===== src/path_safety_checker_core_macros.svh =====
// Assertion macros for the path safety checker.
`ifndef PATH_SAFETY_CHECKER_CORE_MACROS_SVH
`define PATH_SAFETY_CHECKER_CORE_MACROS_SVH

`ifndef SYNTHESIS

`define PSC_ASSERT_IMPLIES(label, clk, rst_n, ante, cons) \
	label: assert property (@(posedge clk) disable iff (!rst_n) (ante) |-> (cons)) \
		else $error("psc: same-cycle implication failed");

`define PSC_ASSERT_NEXT(label, clk, rst_n, ante, cons) \
	label: assert property (@(posedge clk) disable iff (!rst_n) (ante) |=> (cons)) \
		else $error("psc: next-cycle implication failed");

`else

`define PSC_ASSERT_IMPLIES(label, clk, rst_n, ante, cons)

`define PSC_ASSERT_NEXT(label, clk, rst_n, ante, cons)

`endif

`endif


===== src/psc_pkg.sv =====
package psc_pkg;

	localparam int LengthBits = 17;
	localparam int CmpBits = (LengthBits > 16) ? LengthBits : 16;
	localparam int QueueDepth = 4;
	localparam int QPtrBits = $clog2(QueueDepth);

	localparam logic [15:0] MaxLengthReset = 16'd4096;

	localparam logic [7:0] ChNull = 8'h00;
	localparam logic [7:0] ChTab = 8'h09;
	localparam logic [7:0] ChNewline = 8'h0A;
	localparam logic [7:0] ChSpace = 8'h20;
	localparam logic [7:0] ChDot = 8'h2E;
	localparam logic [7:0] ChSlash = 8'h2F;
	localparam logic [7:0] ChBackslash = 8'h5C;
	localparam logic [7:0] ChTilde = 8'h7E;
	localparam logic [7:0] ChOne = 8'h31;
	localparam logic [7:0] ChNine = 8'h39;

	localparam logic [23:0] NameCon = "CON";
	localparam logic [23:0] NamePrn = "PRN";
	localparam logic [23:0] NameAux = "AUX";
	localparam logic [23:0] NameNul = "NUL";
	localparam logic [23:0] NameCom = "COM";
	localparam logic [23:0] NameLpt = "LPT";

	localparam logic [2:0] CompKeep = 3'd4;
	localparam logic [2:0] CompSat = 3'd5;

	localparam int FlagNull = 0;
	localparam int FlagCtrl = 1;
	localparam int FlagTrav = 2;
	localparam int FlagRsvd = 3;

	localparam logic [2:0] VerdictSafe = 3'd0;
	localparam logic [2:0] VerdictEmpty = 3'd1;
	localparam logic [2:0] VerdictTooLong = 3'd2;
	localparam logic [2:0] VerdictNull = 3'd3;
	localparam logic [2:0] VerdictCtrl = 3'd4;
	localparam logic [2:0] VerdictTrav = 3'd5;
	localparam logic [2:0] VerdictRsvd = 3'd6;

	typedef struct packed {
		logic [7:0] ch;
		logic       has_char;
		logic       is_last;
		logic       is_null;
		logic       is_ctrl;
	} psc_item_t;

	typedef struct packed {
		logic empty;
		logic full;
	} psc_qstat_t;

	typedef logic [3:0][7:0] psc_comp_t;

	function automatic logic component_reserved(input logic [2:0] len, input psc_comp_t b);
		logic [23:0] head;
		logic        res;
		head = {b[0], b[1], b[2]};
		case (len)
			3'd1: res = (b[0] == ChDot) || (b[0] == ChTilde);
			3'd2: res = (b[0] == ChDot) && (b[1] == ChDot);
			3'd3: res = (head == NameCon) || (head == NamePrn) ||
				(head == NameAux) || (head == NameNul);
			3'd4: res = ((head == NameCom) || (head == NameLpt)) &&
				(b[3] >= ChOne) && (b[3] <= ChNine);
			default: res = 1'b0;
		endcase
		return res;
	endfunction

endpackage


===== src/psc_in_if.sv =====
interface psc_in_if;
	logic       valid;
	logic       ready;
	logic [7:0] ch;
	logic       has_char;
	logic       is_last;

	modport source (output valid, output ch, output has_char, output is_last, input ready);
	modport sink (input valid, input ch, input has_char, input is_last, output ready);
endinterface


===== src/psc_out_if.sv =====
interface psc_out_if;
	logic       valid;
	logic       ready;
	logic [2:0] verdict;

	modport source (output valid, output verdict, input ready);
	modport sink (input valid, input verdict, output ready);
endinterface


===== src/psc_front.sv =====
module psc_front (
	psc_in_if.sink          path_in,
	input  psc_pkg::psc_qstat_t q_status,
	output logic            push,
	output psc_pkg::psc_item_t push_item
);

	assign path_in.ready = !q_status.full;

	// An item with no byte that does not end a path changes nothing, so it is dropped here.
	assign push = path_in.valid && path_in.ready && (path_in.has_char || path_in.is_last);

	always_comb begin
		push_item.ch = path_in.ch;
		push_item.has_char = path_in.has_char;
		push_item.is_last = path_in.is_last;
		push_item.is_null = (path_in.ch == psc_pkg::ChNull);
		push_item.is_ctrl = (path_in.ch != psc_pkg::ChNull) && (path_in.ch < psc_pkg::ChSpace) &&
			(path_in.ch != psc_pkg::ChTab) && (path_in.ch != psc_pkg::ChNewline);
	end

endmodule


===== src/psc_queue.sv =====
module psc_queue (
	input  logic               clk,
	input  logic               arst_n,
	input  logic               push,
	input  psc_pkg::psc_item_t push_item,
	input  logic               pop,
	output psc_pkg::psc_item_t head,
	output psc_pkg::psc_qstat_t status
);

	psc_pkg::psc_item_t entries_q [psc_pkg::QueueDepth];
	logic [psc_pkg::QPtrBits-1:0] wr_ptr_q;
	logic [psc_pkg::QPtrBits-1:0] rd_ptr_q;
	logic [psc_pkg::QPtrBits:0]   count_q;

	always_ff @(posedge clk or negedge arst_n) begin
		if (!arst_n) begin
			wr_ptr_q <= '0;
			rd_ptr_q <= '0;
			count_q <= '0;
		end else begin
			if (push) begin
				wr_ptr_q <= wr_ptr_q + 1'b1;
			end
			if (pop) begin
				rd_ptr_q <= rd_ptr_q + 1'b1;
			end
			if (push && !pop) begin
				count_q <= count_q + 1'b1;
			end else if (pop && !push) begin
				count_q <= count_q - 1'b1;
			end
		end
	end

	always_ff @(posedge clk) begin
		if (push) begin
			entries_q[wr_ptr_q] <= push_item;
		end
	end

	assign head = entries_q[rd_ptr_q];
	assign status.empty = (count_q == '0);
	assign status.full = (count_q == (psc_pkg::QPtrBits+1)'(psc_pkg::QueueDepth));

endmodule


===== src/psc_back.sv =====
module psc_back (
	input  logic                clk,
	input  logic                arst_n,
	input  logic [15:0]         max_length,
	input  psc_pkg::psc_qstat_t q_status,
	input  psc_pkg::psc_item_t  head,
	output logic                pop,
	psc_out_if.source           verdict_out
);

	localparam logic [psc_pkg::LengthBits-1:0] CountMax = '1;

	logic [psc_pkg::LengthBits-1:0] count_q, nc_count;
	logic [7:0]                     prev0_q, prev1_q, np0, np1;
	logic [2:0]                     len_q, nlen;
	psc_pkg::psc_comp_t             bytes_q, nb;
	logic [3:0]                     flags_q, nf, fin_flags;
	logic [2:0]                     verdict;
	logic                           out_valid_q;
	logic [2:0]                     verdict_q;

	always_comb begin
		nc_count = count_q;
		np0 = prev0_q;
		np1 = prev1_q;
		nlen = len_q;
		nb = bytes_q;
		nf = flags_q;
		if (head.has_char) begin
			if (head.is_null) begin
				nf[psc_pkg::FlagNull] = 1'b1;
			end
			if (head.is_ctrl) begin
				nf[psc_pkg::FlagCtrl] = 1'b1;
			end
			if ((count_q >= psc_pkg::LengthBits'(2)) && (prev1_q == psc_pkg::ChDot) &&
				(prev0_q == psc_pkg::ChDot) &&
				((head.ch == psc_pkg::ChSlash) || (head.ch == psc_pkg::ChBackslash))) begin
				nf[psc_pkg::FlagTrav] = 1'b1;
			end
			if ((count_q == psc_pkg::LengthBits'(1)) && (prev0_q == psc_pkg::ChDot) &&
				(head.ch == psc_pkg::ChDot)) begin
				nf[psc_pkg::FlagTrav] = 1'b1;
			end
			if (head.ch == psc_pkg::ChSlash) begin
				if (psc_pkg::component_reserved(len_q, bytes_q)) begin
					nf[psc_pkg::FlagRsvd] = 1'b1;
				end
				nlen = '0;
			end else begin
				if (len_q < psc_pkg::CompKeep) begin
					nb[len_q[1:0]] = head.ch;
				end
				if (len_q < psc_pkg::CompSat) begin
					nlen = len_q + 1'b1;
				end
			end
			np1 = prev0_q;
			np0 = head.ch;
			if (count_q != CountMax) begin
				nc_count = count_q + 1'b1;
			end
		end
	end

	always_comb begin
		fin_flags = nf;
		if (psc_pkg::component_reserved(nlen, nb)) begin
			fin_flags[psc_pkg::FlagRsvd] = 1'b1;
		end
		if (nc_count == '0) begin
			verdict = psc_pkg::VerdictEmpty;
		end else if (psc_pkg::CmpBits'(nc_count) > psc_pkg::CmpBits'(max_length)) begin
			verdict = psc_pkg::VerdictTooLong;
		end else if (fin_flags[psc_pkg::FlagNull]) begin
			verdict = psc_pkg::VerdictNull;
		end else if (fin_flags[psc_pkg::FlagCtrl]) begin
			verdict = psc_pkg::VerdictCtrl;
		end else if (fin_flags[psc_pkg::FlagTrav]) begin
			verdict = psc_pkg::VerdictTrav;
		end else if (fin_flags[psc_pkg::FlagRsvd]) begin
			verdict = psc_pkg::VerdictRsvd;
		end else begin
			verdict = psc_pkg::VerdictSafe;
		end
	end

	assign pop = !q_status.empty && (!head.is_last || !out_valid_q || verdict_out.ready);

	always_ff @(posedge clk or negedge arst_n) begin
		if (!arst_n) begin
			count_q <= '0;
			prev0_q <= '0;
			prev1_q <= '0;
			len_q <= '0;
			bytes_q <= '0;
			flags_q <= '0;
			out_valid_q <= 1'b0;
		end else begin
			if (pop) begin
				if (head.is_last) begin
					count_q <= '0;
					prev0_q <= '0;
					prev1_q <= '0;
					len_q <= '0;
					bytes_q <= '0;
					flags_q <= '0;
				end else begin
					count_q <= nc_count;
					prev0_q <= np0;
					prev1_q <= np1;
					len_q <= nlen;
					bytes_q <= nb;
					flags_q <= nf;
				end
			end
			if (pop && head.is_last) begin
				out_valid_q <= 1'b1;
			end else if (verdict_out.ready) begin
				out_valid_q <= 1'b0;
			end
		end
	end

	always_ff @(posedge clk) begin
		if (pop && head.is_last) begin
			verdict_q <= verdict;
		end
	end

	assign verdict_out.valid = out_valid_q;
	assign verdict_out.verdict = verdict_q;

endmodule


===== src/path_safety_checker_core.sv =====
// Streaming path checker: one path byte is accepted per clock cycle while the queue is not full,
// and the item marked last yields one verdict. That item is written into the queue, read out by
// the back, and its verdict is registered in the output register. The front classifies each byte
// and writes it into a four-entry queue. The back reads one queued item per cycle and updates the
// per-path state, so the rate is set by that single read port. The back stalls only when the item
// at the head of the queue ends a path and the previous verdict is still waiting, untaken, in the
// output register.
`include "path_safety_checker_core_macros.svh"

module path_safety_checker_core (
	input  logic      clk,
	input  logic      arst_n,
	input  logic      cfg_we,
	input  logic [15:0] cfg_wdata,
	psc_in_if.sink    path_in,
	psc_out_if.source verdict_out
);

	logic [15:0]         max_length_q;
	logic                q_push;
	logic                q_pop;
	psc_pkg::psc_item_t  q_push_item;
	psc_pkg::psc_item_t  q_head;
	psc_pkg::psc_qstat_t q_status;

	always_ff @(posedge clk or negedge arst_n) begin
		if (!arst_n) begin
			max_length_q <= psc_pkg::MaxLengthReset;
		end else if (cfg_we) begin
			max_length_q <= cfg_wdata;
		end
	end

	psc_front u_front (
		.path_in   (path_in),
		.q_status  (q_status),
		.push      (q_push),
		.push_item (q_push_item)
	);

	psc_queue u_queue (
		.clk       (clk),
		.arst_n    (arst_n),
		.push      (q_push),
		.push_item (q_push_item),
		.pop       (q_pop),
		.head      (q_head),
		.status    (q_status)
	);

	psc_back u_back (
		.clk         (clk),
		.arst_n      (arst_n),
		.max_length  (max_length_q),
		.q_status    (q_status),
		.head        (q_head),
		.pop         (q_pop),
		.verdict_out (verdict_out)
	);

	`PSC_ASSERT_NEXT(a_idle_queue_stays_empty, clk, arst_n, q_status.empty && !q_push, q_status.empty)
	`PSC_ASSERT_NEXT(a_last_pop_gives_verdict, clk, arst_n, q_pop && q_head.is_last, verdict_out.valid)
	`PSC_ASSERT_IMPLIES(a_no_overwrite, clk, arst_n, verdict_out.valid && !verdict_out.ready, !(q_pop && q_head.is_last))

endmodule

===== src/flat_wrapper.sv =====
// flat-port wrapper written by rule: the top's interface ports become plain ports
module path_safety_checker_core_flat 
  (clk, arst_n, cfg_we, cfg_wdata, path_in_valid, path_in_ch, path_in_has_char, path_in_is_last, path_in_ready, verdict_out_valid, verdict_out_verdict, verdict_out_ready);
  psc_in_if path_in_i ();
  psc_out_if verdict_out_i ();
  input  logic clk;
  input  logic arst_n;
  input  logic cfg_we;
  input  logic [15:0] cfg_wdata;
  input wire logic [$bits(path_in_i.valid)-1:0] path_in_valid;
  input wire logic [$bits(path_in_i.ch)-1:0] path_in_ch;
  input wire logic [$bits(path_in_i.has_char)-1:0] path_in_has_char;
  input wire logic [$bits(path_in_i.is_last)-1:0] path_in_is_last;
  output wire logic [$bits(path_in_i.ready)-1:0] path_in_ready;
  output wire logic [$bits(verdict_out_i.valid)-1:0] verdict_out_valid;
  output wire logic [$bits(verdict_out_i.verdict)-1:0] verdict_out_verdict;
  input wire logic [$bits(verdict_out_i.ready)-1:0] verdict_out_ready;
  assign path_in_i.valid = path_in_valid;
  assign path_in_i.ch = path_in_ch;
  assign path_in_i.has_char = path_in_has_char;
  assign path_in_i.is_last = path_in_is_last;
  assign path_in_ready = path_in_i.ready;
  assign verdict_out_valid = verdict_out_i.valid;
  assign verdict_out_verdict = verdict_out_i.verdict;
  assign verdict_out_i.ready = verdict_out_ready;
  path_safety_checker_core u_core (.clk(clk), .arst_n(arst_n), .cfg_we(cfg_we), .cfg_wdata(cfg_wdata), .path_in(path_in_i), .verdict_out(verdict_out_i));
endmodule

===== config.mk =====
export PLATFORM = sky130hd
export DESIGN_NAME = path_safety_checker_core_flat
export DESIGN_NICKNAME = d
export VERILOG_FILES = /design/src/psc_pkg.sv /design/src/psc_in_if.sv /design/src/psc_out_if.sv /design/src/psc_front.sv /design/src/psc_queue.sv /design/src/psc_back.sv /design/src/path_safety_checker_core.sv /design/src/flat_wrapper.sv
export VERILOG_INCLUDE_DIRS = /design/src /design/src/src
export SDC_FILE = /design/constraint.sdc
export NUM_CORES = 1
export LEC_CHECK = 0
export CAP_MARGIN = 5
export CORE_MARGIN = 4
export CORE_UTILIZATION = 50
export CTS_BUF_LIST = sky130_fd_sc_hd__clkbuf_8
export DETAILED_ROUTE_END_ITERATION = 10
export DONT_BUFFER_PORTS = 1
export GPL_ROUTABILITY_DRIVEN = 0
export PLACE_DENSITY = 0.65
export SLEW_MARGIN = 20
export SYNTH_ARGS = -nofsm -noshare
export SYNTH_HDL_FRONTEND = slang
export SYNTH_SLANG_ARGS = --single-unit
export TNS_END_PERCENT = 5

===== constraint.sdc =====
create_clock -name clk -period 3.85 [get_ports clk]
set_clock_uncertainty 0.1 [all_clocks]
set_input_delay 0.5775 -clock clk [delete_from_list [all_inputs] [get_ports clk]]
set_output_delay 0.5775 -clock clk [all_outputs]
set_load 0.01 [all_outputs]

==> summary.md <==
| Metric | Value |
|---|---|
| Synth top area share | `30.2%` |
| First-pass GRT wire length | `31300 µm` |
| Final hold viol count | `0` |
| Largest net degree at the start of global routing | `between 90 and 100` |
| Max Fclk | `around 270 MHz` |
| Levels on crit path | `10` |
| Max-slew violations | `0` |
| Asr flop ratio synth | `~65%` |
| # clock sinks | `about 150` |
| Core Rows | `45` |
| Commonest cells after routing, fill and taps aside | `95 x dfrtp_1, 53 x nand2_1, 52 x nor2_1` |
| Minimum clock period | `around 3.7 ns` |
| Reg2reg start | `u_core.u_queue.rd_ptr_q[0]` |
| Drt total wl | `19200 µm` |
| Post-route ant nets | `0` |
| Leak pwr | `roughly 3.6 nW` |
| Distinct cells, synth | `74` |
| Sequential area share after synthesis | `between 50% and 60%` |
| Final setup viols | `0` |
| Maximum VDD drop | `around 440 µV` |
| Relative slew slack | `approximately 43%` |
| Hold_ws | `between 0.1 and 0.15 ns` |
| Worst path bufs/invs | `1` |
| Post-synth EDFFs | `51` |
| Yosys top cell by area | `dfrtp_1` |
| Main combinational cell family by area after synthesis | `compound AO/OA/AOI/OAI gates` |
| Crit path from | `u_core.u_queue.rd_ptr_q[0]` |
| TritonCTS Buffers | `17` |
| Via count | `6094` |
| Unrepaired setup endpoints after global routing | `true` |
| Die width | `roughly 130 µm` |
| Crit path arrival time | `3.91 ns` |
| Hold path depth | `1` |
| Critical path required time | `a little over 4 ns` |
| Initial antenna violation count | `0` |
| Worst hold-check path type | `in2reg` |
| Post-synthesis simple-gate area fraction | `about 17%` |
| Most common cell after layout, fill and taps aside | `dfrtp_1` |
| Drc violations | `0` |
| Full die area | `roughly 0.018 mm²` |
| Synthesized Nets | `784` |
| Synth Area in XOR/XNOR | `roughly 2.4%` |
| Diode count | `0` |
| CP Launch Type | `flip-flop` |
| Die Ht | `133 µm` |
| Avg WL per Cell | `19.7 µm` |
| Synth Instances | `roughly 720` |
| Ratio of cells with drive above 1 in the final layout | `a little over an eighth` |
| Critical path's largest stage delay | `around 0.63 ns` |
| Final WS setup | `roughly 0.15 ns` |
| Pre-CTS setup slack | `about 0.12 ns` |
| Area growth from synthesis to layout | `10.3%` |
| CP max stage cell | `or4b_1` |
| Detailed placement HPWL | `13600 µm` |
| DRT Pass-1 Iters | `6` |
| GRT Util Overall | `22.3%` |
| Top post-synthesis cells by area | `dfrtp_1 30%, edfxtp_1 19%, a22o_1 5.7%` |
| Fin nets | `between 800 and 900` |
| Worst-Skew Late Latency | `around 0.45 ns` |
| Via/cell ratio | `around 6.3` |
| Critical path type | `reg2reg` |
| Ys flop type | `dfrtp_1` |
| Core ar. | `between 0.015 and 0.02 mm²` |
| Clock transition at path regs | `about 0.09 ns` |
| Initial core utilization | `approximately half` |
| Post-synthesis mux area share | `approximately 5.4%` |
| CP top delay family | `simple AND/OR/NAND/NOR gates` |
| Synthesized cell area | `approximately 0.0079 mm²` |
| Power Density | `roughly 700 mW/mm²` |
| Yosys warnings | `0` |
| Clock root buffer | `clkbuf_8` |
| Setup bufs post-CTS | `0` |
| Outcome | `finished clean` |
| Crit path cell chain | `buf_4 -> mux4_2 -> or4b_1 -> nor4_1 -> o32ai_1 -> nand2b_1 -> a2111oi_4 -> a221oi_2 -> and3_1 -> nor3b_2` |
| Vias in the first global route | `6059` |
| CTS tree | `built` |
| Compound-Gate Fraction of Synth Area | `~17%` |
| H-tree depth | `4` |
| Clock Path Buffers | `2` |
| R2R cell count | `10` |
| Mean Syn Cell Area | `10.9 µm²` |
| Least-Margin Pin Slew | `around 0.85 ns` |
| I/O Pins | `36` |
| Hold path start | `cfg_we` |
| Crit Path Max Fanout | `13` |
| Critical Path Sink Type | `flip-flop` |
| Tcrit/Tclk final | `96.1%` |
| DRT iter0 DRCs | `~550` |
| Port Buffers | `0` |
| Yosys reg bits | `approximately 150` |
| Global route overflow | `0` |
| Adder-cell share of the synthesized area | `between 4 and 5%` |
| Max Cap Violations | `0` |
-- cell type report --
class	count	area, µm²
Timing Repair Buffer	37	300
Clock buffer	17	234
Inverter	42	158
Fill cell	1345	6640
Multi-Input combinational cell	504	3650
Tap cell	211	264
Sequential cell	147	3940
Clock inverter	15	130
-- worst reg2reg max path, stage by stage, from the launching register on --
cell	delay (ns)
dfrtp_1	0.37
buf_4	0.27
mux4_2	0.60
or4b_1	0.63
nor4_1	0.35
o32ai_1	0.20
nand2b_1	0.22
a2111oi_4	0.34
a221oi_2	0.10
and3_1	0.21
nor3b_2	0.17
-- path summary, 6_finish.rpt --
kind                                                        end  slack (ns)
min reg2reg                           u_core.u_back.bytes_q[28]        0.39
max                        u_core.u_back.verdict_out.verdict[2]        0.15
max in group asynchronous             u_core.u_back.bytes_q[24]        2.65
min in group asynchronous                u_core.max_length_q[8]        0.62
max reg2reg                u_core.u_back.verdict_out.verdict[2]        0.15
min                                     u_core.max_length_q[12]        0.10
-- sequential cells by signal, indices dropped and copies added (netlist names), 4 cells and up --
signal and flops:
u_core.u_back.bytes_q 32, u_core.max_length_q 16, u_core.u_back.prev0_q 8, u_core.u_queue.entries_q 48, u_core.u_back.prev1_q 8, u_core.u_back.flags_q 4
u_core.u_back.count_q 17
-- timing repair --
action                                  in CTS  in global routing
hold buffers                                 2                  0
hold endpoints to repair                    96                  0
resized for setup                            0                  3
endpoints found under the setup margin       0                  3
-- metrics by stage --
stage	cell area (µm²)	TNS [ns]	total power, mW	instances	util, %
global route	8680	-0.0394	6.55	973	56.7
global placement	8250	0	4.88	939	53.9
floorplan	7870	0	4.12	723	-
finish	8680	0	6.16	973	56.7
CTS	8660	0	6.13	973	56.5
detailed placement	8260	0	4.97	939	53.9
-- synthesized netlist by cell type (4+ instances only) --
library cell,count
a211oi_1,6
a21oi_1,23
a22o_1,51
a31oi_1,7
and2_1,9
and3_1,9
buf_2,5
clkbuf_1,22
dfrtp_1,95
edfxtp_1,51
ha_1,29
inv_1,42
mux2_2,6
mux2i_1,9
mux4_2,12
nand2_1,53
nand2b_1,5
nand3_1,16
nand4_1,19
nor2_1,52
nor2b_1,8
nor3_1,21
nor3b_1,6
nor4_1,9
nor4bb_1,4
o211ai_1,4
o21a_1,5
o21ai_0,45
o21ai_1,5
xnor2_1,9
xor2_1,13
-- metal layers --
| layer | vias to the layer above | global-route usage (%) | part of all wire, % |
|---|---|---|---|
| li1 | 2776 | - | - |
| met1 | 3026 | 30.4 | 44 |
| met2 | 241 | 35.0 | 47 |
| met3 | 51 | 5.02 | 6.4 |
| met4 | 0 | 8.74 | 2.6 |
| met5 | - | 0 | 0 |
-- power by group --
group / leakage [nW] / total (mW) / switching, mW / internal [mW]
logic: 1.68 / 2.80 / 1.76 / 1.05
clock network: 0.184 / 1.12 / 0.610 / 0.514
registers: 1.74 / 2.23 / 0.253 / 1.98
total: 3.61 / 6.16 / 2.62 / 3.54
-- kinds of logic (layout without fill, tap and decap cells) --
family / count (synthesis) / after routing
compound gates: 185 / 185
xor+xnor: 22 / 22
fa+ha+maj: 30 / 30
buf+inv: 72 / 111
flops: 147 / 147
mux: 27 / 27
simple gates: 240 / 240
(Power assumes the default switching activity.)
